--- config.mk ---
export PLATFORM = sky130hd
export DESIGN_NAME = tbbe_weights
export DESIGN_NICKNAME = d
export VERILOG_FILES = /design/src/sv/tbbe_pkg.sv /design/src/sv/tbbe_weights.sv
export SDC_FILE = /design/constraint.sdc
export NUM_CORES = 2
export LEC_CHECK = 0
export BUFFER_PORTS_ARGS = -buffer_cell sky130_fd_sc_hd__clkbuf_2
export CAP_MARGIN = 30
export CORE_ASPECT_RATIO = 1.5
export CORE_MARGIN = 2
export CORE_UTILIZATION = 69
export CTS_CLUSTER_SIZE = 24
export DETAILED_ROUTE_END_ITERATION = 12
export PLACE_DENSITY = 0.86
export SLEW_MARGIN = 20
export SYNTH_ARGS = -nofsm -noshare
export SYNTH_HDL_FRONTEND = slang
export SYNTH_SLANG_ARGS = --single-unit
export TNS_END_PERCENT = 10
--- constraint.sdc ---
create_clock -name i_clk -period 10 [get_ports i_clk]
set_clock_uncertainty 0.1 [all_clocks]
set_input_delay 1 -clock i_clk [delete_from_list [all_inputs] [get_ports i_clk]]
set_output_delay 1 -clock i_clk [all_outputs]
set_load 0.02 [all_outputs]
--- src/sv/tbbe_pkg.sv ---
`timescale 1ns / 1ps
// ----------------------------------------------------------------------------
// tbbe_pkg
// Shared constants, request codes and types of the three-band equaliser.
// ----------------------------------------------------------------------------
package tbbe_pkg;

    // parameter defaults
    localparam int DEF_CHANNEL_SETS = 2;
    localparam int DEF_SAMPLE_BITS  = 24;
    localparam int DEF_COEF_BITS    = 32;

    // filter structure
    localparam int BAND_COUNT     = 3;
    localparam int TOPOLOGY_COUNT = 3;
    localparam int MIX_COUNT      = BAND_COUNT * TOPOLOGY_COUNT;
    localparam int COEF_TAPS      = 5;
    localparam int COEF_COUNT     = MIX_COUNT * COEF_TAPS;
    localparam int MIX_IDX_W      = 4;
    localparam int COEF_IDX_W     = 6;
    localparam int CH_W           = 3;
    localparam int MODE_W         = 2;

    // number formats
    localparam int DELAY_W     = 40;
    localparam int WEIGHT_FRAC = 17;
    localparam int WEIGHT_W    = 18;
    localparam int STEP_W      = 19;
    localparam int GAIN_FRAC   = 20;
    localparam int GAIN_W      = 24;
    localparam int RAMP_W      = 16;
    localparam logic [WEIGHT_W-1:0] WEIGHT_ONE = WEIGHT_W'(1 << WEIGHT_FRAC);

    // configuration registers
    localparam logic       CFG_RAMP_STEPS  = 1'b0;
    localparam logic       CFG_OUTPUT_GAIN = 1'b1;
    localparam logic [RAMP_W-1:0] RAMP_RESET = 16'd960;
    localparam logic [GAIN_W-1:0] GAIN_RESET = 24'h100000;

    // request types
    localparam logic [1:0] REQ_SAMPLE = 2'd0;
    localparam logic [1:0] REQ_COEF   = 2'd1;
    localparam logic [1:0] REQ_MODE   = 2'd2;

    // outer band topologies
    localparam logic [MODE_W-1:0] MODE_PASS = 2'd2;
    localparam logic [MODE_W-1:0] MODE_BAD  = 2'd3;

    // request to the weight unit
    typedef struct packed {
        logic              advance;
        logic              set_modes;
        logic [MODE_W-1:0] low_mode;
        logic [MODE_W-1:0] high_mode;
    } t_wgt_req;

endpackage

--- src/sv/tbbe_weights.sv ---
`timescale 1ns / 1ps
// ----------------------------------------------------------------------------
// tbbe_weights
// Crossfade weights of the nine sections: frame ramp, mode targets and a
// bit-serial divider that works out each ramp step.
// ----------------------------------------------------------------------------
module tbbe_weights import tbbe_pkg::*; (
    input  logic                 i_clk,
    input  logic                 i_rst_n,
    input  t_wgt_req             i_req,
    input  logic [RAMP_W-1:0]    i_ramp_steps,
    input  logic [MIX_IDX_W-1:0] i_rd_idx,
    output logic [WEIGHT_W-1:0]  o_rd_weight,
    output logic                 o_busy
);

    localparam logic [1:0] W_IDLE = 2'd0;
    localparam logic [1:0] W_SCAN = 2'd1;
    localparam logic [1:0] W_DIV  = 2'd2;
    localparam int BIT_W = 5;

    logic [WEIGHT_W-1:0]      r_w    [MIX_COUNT];
    logic signed [STEP_W-1:0] r_step [MIX_COUNT];
    logic [RAMP_W-1:0]        r_cnt  [MIX_COUNT];
    logic [MIX_COUNT-1:0]     r_tgt;
    logic [MIX_COUNT-1:0]     r_goal;
    logic                     r_modes_set;
    logic [1:0]               r_state;
    logic [MIX_IDX_W-1:0]     r_idx;
    logic [WEIGHT_W-1:0]      r_dvd;
    logic [RAMP_W-1:0]        r_rem;
    logic [BIT_W-1:0]         r_bit;

    logic [WEIGHT_W-1:0]      w_adv  [MIX_COUNT];
    logic [MIX_COUNT-1:0]     w_goal;
    logic [RAMP_W:0]          w_trial;
    logic                     w_ge;
    logic [RAMP_W-1:0]        w_rem;
    logic [WEIGHT_W-1:0]      w_quo;
    logic signed [STEP_W-1:0] w_step;

    function automatic logic [MIX_COUNT-1:0] goal_vec(input logic [MODE_W-1:0] lo,
                                                      input logic [MODE_W-1:0] hi);
        logic [MIX_COUNT-1:0] g;
        logic [MODE_W-1:0]    l;
        logic [MODE_W-1:0]    h;
        l = (lo == MODE_BAD) ? MODE_PASS : lo;
        h = (hi == MODE_BAD) ? MODE_PASS : hi;
        g = '0;
        g[MIX_IDX_W'(l)] = 1'b1;
        g[MIX_IDX_W'(TOPOLOGY_COUNT)] = 1'b1;
        g[MIX_IDX_W'(2 * TOPOLOGY_COUNT) + MIX_IDX_W'(h)] = 1'b1;
        return g;
    endfunction

    assign o_rd_weight = r_w[i_rd_idx];
    assign o_busy      = (r_state != W_IDLE);
    assign w_goal      = goal_vec(i_req.low_mode, i_req.high_mode);

    // next weight of each section on a frame advance, clamped to 0..1.0
    always_comb begin
        logic signed [WEIGHT_W+1:0] s;
        for (int i = 0; i < MIX_COUNT; i++) begin
            s = signed'({2'b00, r_w[i]}) + (WEIGHT_W+2)'(r_step[i]);
            if (r_cnt[i] == RAMP_W'(1)) begin
                w_adv[i] = r_tgt[i] ? WEIGHT_ONE : '0;
            end else if (s < 0) begin
                w_adv[i] = '0;
            end else if (s > signed'({2'b00, WEIGHT_ONE})) begin
                w_adv[i] = WEIGHT_ONE;
            end else begin
                w_adv[i] = s[WEIGHT_W-1:0];
            end
        end
    end

    // one restoring division step
    always_comb begin
        w_trial = {r_rem, r_dvd[WEIGHT_W-1]};
        w_ge    = (w_trial >= {1'b0, i_ramp_steps});
        w_rem   = w_ge ? RAMP_W'(w_trial - {1'b0, i_ramp_steps}) : w_trial[RAMP_W-1:0];
        w_quo   = {r_dvd[WEIGHT_W-2:0], w_ge};
        w_step  = r_goal[r_idx] ? signed'({1'b0, w_quo}) : -signed'({1'b0, w_quo});
    end

    // weight state and mode sequencer
    always_ff @(posedge i_clk) begin
        if (!i_rst_n) begin
            for (int i = 0; i < MIX_COUNT; i++) begin
                r_w[i]    <= '0;
                r_step[i] <= '0;
                r_cnt[i]  <= '0;
            end
            r_tgt       <= '0;
            r_goal      <= '0;
            r_modes_set <= 1'b0;
            r_state     <= W_IDLE;
            r_idx       <= '0;
            r_bit       <= '0;
        end else begin
            unique case (r_state)
                W_IDLE: begin
                    if (i_req.advance) begin
                        for (int i = 0; i < MIX_COUNT; i++) begin
                            if (r_cnt[i] != '0) begin
                                r_cnt[i] <= r_cnt[i] - RAMP_W'(1);
                                r_w[i]   <= w_adv[i];
                            end
                        end
                    end else if (i_req.set_modes) begin
                        r_modes_set <= 1'b1;
                        if (!r_modes_set || i_ramp_steps == '0) begin
                            // weights jump straight to their targets
                            for (int i = 0; i < MIX_COUNT; i++) begin
                                r_w[i]    <= w_goal[i] ? WEIGHT_ONE : '0;
                                r_step[i] <= '0;
                                r_cnt[i]  <= '0;
                            end
                            r_tgt <= w_goal;
                        end else begin
                            r_goal  <= w_goal;
                            r_idx   <= '0;
                            r_state <= W_SCAN;
                        end
                    end
                end
                W_SCAN: begin
                    if (r_idx == MIX_IDX_W'(MIX_COUNT)) begin
                        r_state <= W_IDLE;
                    end else if (r_tgt[r_idx] == r_goal[r_idx]) begin
                        r_idx <= r_idx + MIX_IDX_W'(1);
                    end else begin
                        r_dvd   <= r_goal[r_idx] ? WEIGHT_ONE - r_w[r_idx] : r_w[r_idx];
                        r_rem   <= '0;
                        r_bit   <= BIT_W'(WEIGHT_W);
                        r_state <= W_DIV;
                    end
                end
                W_DIV: begin
                    r_rem <= w_rem;
                    r_dvd <= w_quo;
                    r_bit <= r_bit - BIT_W'(1);
                    if (r_bit == BIT_W'(1)) begin
                        r_step[r_idx] <= w_step;
                        r_cnt[r_idx]  <= i_ramp_steps;
                        r_tgt[r_idx]  <= r_goal[r_idx];
                        r_idx         <= r_idx + MIX_IDX_W'(1);
                        r_state       <= W_SCAN;
                    end
                end
                default: begin
                    r_state <= W_IDLE;
                end
            endcase
        end
    end

endmodule

### After elaboration in Yosys (flattened, before gate mapping)

Memory sizes are Yosys's and may differ from the RTL's. A register that Yosys moved wholly into a read port is not among the register bits.
Index checks and enable logic that the tools add are counted.

* equal/unequal tests: 25
* reduce and logical (&&, ||, !) cells: 29
* $mul: 0
* $add $sub $neg: 24
* shift operators: 0
* bitwise operators: 48
* div/mod/pow operators: 0
* magnitude comparators: 25
* mux-type cells: 198

Operator list (count)
* 18-bit 2-to-1 mux: 66
* 16-bit 2-to-1 mux: 22
* 19-bit 2-to-1 mux: 11
* 19-bit by 19-bit adder with 20-bit output: 9
* 20-bit by 19-bit greater-than comparator with 1-bit output, second input constant: 9
* 20-bit by 1-bit < comparator with 1-bit output, second input constant: 9
* 16-bit by 1-bit == test with 1-bit output, second input constant: 9
* 16-bit nonzero test: 9
* 16-bit by 1-bit subtractor with 16-bit output, second input constant: 9
* 1-bit 2-to-1 mux: 63
* 1-bit bitwise OR: 45
* 4-bit 2-to-1 mux: 10
* 9-bit 2-to-1 mux: 4
* 18-bit case mux with 2 select lines: 1
* 16-bit case mux with 2 select lines: 1
* 18-bit negator with 19-bit output: 1
* 19-bit OR reduction: 1
* 9-bit case mux with 2 select lines: 1
* 18-bit subtractor, first input constant: 1
* 17-bit by 16-bit greater-or-equal comparator with 1-bit output: 1
* 16-bit logical NOT: 1
* 2-bit 2-to-1 mux: 8
* 2-bit != test, second input constant: 8
* 16-bit OR reduction: 1
* 34 further kinds: 49

* bits in read-only memories: 0
* bits in registers: 64
* bits of input ports: 28
* memories kept: 3
* bits in writable memories: 477
* bits in latches: 0

Memory list
* r_step: depth 9, bits a word 19, rd ports 9, clocked after Yosys merged registers in 0, wr ports 9, line tbbe_weights.sv:23 `logic signed [STEP_W-1:0] r_step [MIX_COUNT];`
* r_w: depth 9, bits a word 18, rd ports 11, clocked after Yosys merged registers in 1, wr ports 9, line tbbe_weights.sv:22 `logic [WEIGHT_W-1:0] r_w [MIX_COUNT];`
* r_cnt: depth 9, bits a word 16, rd ports 9, clocked after Yosys merged registers in 0, wr ports 9, line tbbe_weights.sv:24 `logic [RAMP_W-1:0] r_cnt [MIX_COUNT];`

### Depth between registers and ports, before layout

* depth in word-level cells: 12
* gate-level depth with buffers: 17
* depth with buffers taken out: 14

### Worst setup path before layout

OpenSTA, ideal clock, no wires.

* path type: input-to-reg
* start point: input i_ramp_steps[1]
* end point: memory r_step[0][6], data pin
* required time: 9.627 ns
* stages: 16
* data arrival time: 4.505 ns
* path slack: 5.122 ns
* library setup time: 0.273 ns
* cell sequence: clkbuf_1 > inv_1 > ha_1 > nor2b_1 > o21ai_0 > a21boi_0 > o31ai_1 > a21oi_1 > a41oi_1 > clkbuf_1 > clkbuf_1 > ha_1 > nand2b_1 > o41ai_1 > xor2_1 > nor2_1

RTL lines
* start: declaration: line tbbe_weights.sv:11 `input logic [RAMP_W-1:0] i_ramp_steps,`
* end: declaration: line tbbe_weights.sv:23

==> summary.md <==
| Metric | Value |
|---|---|
| Yosys cell types | `102` |
| Routed WL | `123000 um` |
| Startpoint Class | `primary input` |
| Pwr dens | `260 nW/um2` |
| Crit path max fanout | `9` |
| Leading area contributor after synthesis | `edfxtp_1` |
| Ranking of synthesized cells by area | `edfxtp_1 41%, ha_1 7.4%, nor2_1 4.6%, mux4_2 4.5%, nand2_1 3.6%` |
| Core Box Area | `53400 um2` |
| Vias/cell | `7.16` |
| Mapped Area | `37100 um2` |
| FF+latch count, synth | `545` |
| Avg WL per Cell | `27.7 um` |
| H-tree levels | `2` |
| Maxcap violations | `0` |
| Worst r2r path cells | `11` |
| Sink Count | `545` |
| Die area | `55700 um2` |
| Setup violators final | `0` |
| First-pass GRT wire length | `182000 um` |
| Tot Pwr | `0.0104 W` |
| Fmax | `216 MHz` |
| Max-slew violations | `0` |
| Peak VDD IR | `0.206 mV` |
| Share of the synthesized area in the top cell type | `0.414` |
| Starting DRT DRC Count | `3999` |
| Setup slack at placement | `4.84 ns` |
| Slew Limit Headroom | `0.315` |
| Cts repair resizes | `0` |
| Setup ws final | `5.38 ns` |
| Largest net degree at the start of global routing | `90` |
| Syn Inst Count | `3691` |
| Critical path required time | `10.25 ns` |
| Die Wd | `193 um` |
| R2r endpoint | `r_w[3][9]` |
| Port bufs | `46` |
| CTS root buf | `clkbuf_16` |
| Antenna Nets Post-Route | `0` |
| Max clock buf depth | `3` |
| Asr flop ratio synth | `0` |
| Global route total overflow | `0` |
| Hold-fix buffers, CTS | `0` |
| Die H | `288 um` |
| Area grow syn2layout | `7.30%` |
| Hold path start | `r_goal[3]` |
| Hold endpoint | `r_goal[3]` |
| Clock latency on the worst-skew pair | `0.63 ns` |
| RePlAce Congestion | `1.04` |
| Rows | `104` |
| Number of synthesized flops with an enable pin | `511` |
| CP peak stage delay | `0.69 ns` |
| Crit Path Category | `in2reg` |
| Vias in the first global route | `30400` |
| Initial core utilization | `0.695` |
| Total Neg Setup Slack | `0 ns` |
| CTS tree | `done` |
| Layout cells sized above 1 | `0.0887` |
| Sequential fraction of the synthesis area | `0.432` |
| Leak | `15.5 nW` |
| Worst setup EP type | `register` |
| Hold Crit Class | `reg2reg` |
| FF-to-FF setup slack | `5.47 ns` |
| Layout net count | `3943` |
| Status | `completed` |
| CP arrival | `4.87 ns` |
| Final hold violation count | `0` |
| Number of CTS-inserted buffers | `53` |
| Multi-input logic area | `20100 um2` |
| Total GRT Usage | `0.435` |
| Yosys warning count | `0` |
| Least-Margin Pin Slew | `1.02 ns` |
| RSZ-0062 raised after global routing | `no` |
| Initial DRT Pass Iterations | `7` |
| Syn Nets | `3947` |
| Fin crit period | `4.62 ns` |
| RR Startpoint | `r_state[1]` |
| Register area | `16000 um2` |
| Ys flop type | `edfxtp_1` |
| FILL cells | `3676` |
| CTS clk-pin slew, worst paths | `0.07 ns` |
| Worst path cell trace | `clkbuf_2 > clkinv_1 > ha_1 > a21o_1 > a21o_1 > a21oi_1 > and3b_1 > a21oi_1 > a41oi_4 > ha_1 > nand2b_1 > o41ai_1 > xor2_1 > nor2_1` |
| Antenna violations before repair | `5` |
| Vias | `31600` |
| Syn Area/Cell | `10.1 um2` |
| Worst Hold Path Cells | `1` |
| DRC viols | `0` |
| Postcts setup bufs | `0` |
| Crit path max-delay cell type | `xor2_1` |
| Period utilization | `0.462` |
| Hpwl dp | `88900 um` |
| I/O pin cnt | `47` |
[cells by family after synthesis]
kind of cell / synth area share
DFF: 0.432
AOI/OAI and AO/OA: 0.146
xor gates and xnor gates: 0.0686
adders and majority gates: 0.0789
muxes: 0.0628
and+or+nand+nor: 0.184
buffers and inverters: 0.0280
[where the power goes]
| group | internal, W | total, W | switching, W |
|---|---|---|---|
| Combinational | 0.00167 | 0.00426 | 0.00259 |
| Clock | 0.00124 | 0.00217 | 0.000935 |
| Sequential | 0.00327 | 0.00393 | 0.000653 |
[per-stage QoR]
step,utilization,area (um2),cells,hold slack (ns)
after global routing,0.746,39800,4419,0.403
after global placement,0.709,37800,4310,0.358
final,0.746,39800,4422,0.378
after CTS,0.744,39700,4410,0.378
after detailed placement,0.710,37900,4312,0.368
after floorplan,-,37100,3691,0.336
[worst max path at each step]
stage                           from            to
floorplan            i_ramp_steps[1]  r_step[0][6]
global placement    i_ramp_steps[10]  r_step[8][6]
detailed placement  i_ramp_steps[14]  r_step[4][7]
CTS                 i_ramp_steps[10]  r_step[5][8]
global route         i_ramp_steps[1]  r_step[1][6]
finish              i_ramp_steps[10]  r_step[5][6]
[synthesized netlist by cell type (13+ instances only)]
| library cell | instances |
|---|---|
| a31oi_1 | 28 |
| nor3b_1 | 25 |
| nand2b_1 | 43 |
| xnor2_1 | 143 |
| dfxtp_1 | 34 |
| nor3_1 | 105 |
| a21oi_1 | 160 |
| and2_1 | 35 |
| o22ai_1 | 112 |
| mux4_2 | 74 |
| or3_1 | 34 |
| nand3_1 | 100 |
| ha_1 | 218 |
| o21ai_0 | 159 |
| a21o_1 | 49 |
| o211ai_1 | 16 |
| o21a_1 | 31 |
| inv_1 | 94 |
| xor2_1 | 144 |
| a21boi_0 | 14 |
| o31ai_1 | 50 |
| nor2b_1 | 51 |
| and3_1 | 43 |
| clkbuf_1 | 107 |
| o21bai_1 | 15 |
| nand2_1 | 355 |
| nor4_1 | 49 |
| nand4_1 | 35 |
| a211oi_1 | 30 |
| buf_1 | 13 |
| mux2i_1 | 46 |
| buf_2 | 20 |
| nor2_1 | 459 |
| edfxtp_1 | 511 |
| mux2_2 | 18 |
[state kept, by name, summed over array words and instances, names as in the netlist, named ones only]
name	count
r_rem	16
r_dvd	18
r_tgt	9
r_state	2
r_modes_set	1
r_idx	4
r_cnt	144
r_goal	9
r_w	162
r_step	171
r_bit	5
[final cells by class]
class	instances	share of cell area
multi-input combinational	2892	0.505
sequential	545	0.403
clock buffer	65	0.0355
tap	689	0.0217
timing repair buffer	92	0.0156
clock inverter	33	0.0102
inverter	103	0.00971
antenna	3	0.000189
[metal layers]
layer  routed length [um]  vias to the layer above  GRT usage
met5                   25                        -          0
met4                14500                        4      0.408
li1                     -                    13800          -
met3                13100                      669      0.101
met2                56300                     2107      0.701
met1                38700                    15000      0.475
[worst max-delay path, delay by kind of cell]
kind                     cells  cell delay [ns]
AO/OA/AOI/OAI                6             1.36
buffers and inverters        2             0.56
XOR/XNOR                     1             0.69
AND/OR/NAND/NOR              3             0.46
adder cells (fa/ha/maj)      2             0.77
[cell usage in the layout, fill, tap and decap left out, types with 49 or more instances in the layout]
| cell type | Yosys | final |
|---|---|---|
| inv_1 | 94 | 94 |
| nand2_1 | 355 | 355 |
| nor3_1 | 105 | 105 |
| mux4_2 | 74 | 74 |
| ha_1 | 218 | 218 |
| xor2_1 | 144 | 144 |
| a21o_1 | 49 | 49 |
| o22ai_1 | 112 | 112 |
| o31ai_1 | 50 | 50 |
| nand3_1 | 100 | 97 |
| clkbuf_16 | 0 | 55 |
| o21ai_0 | 159 | 159 |
| a21oi_1 | 160 | 160 |
| xnor2_1 | 143 | 143 |
| nor2b_1 | 51 | 50 |
| edfxtp_1 | 511 | 511 |
| nor2_1 | 459 | 459 |
No activity file was read; power rests on OpenSTA's default activity.
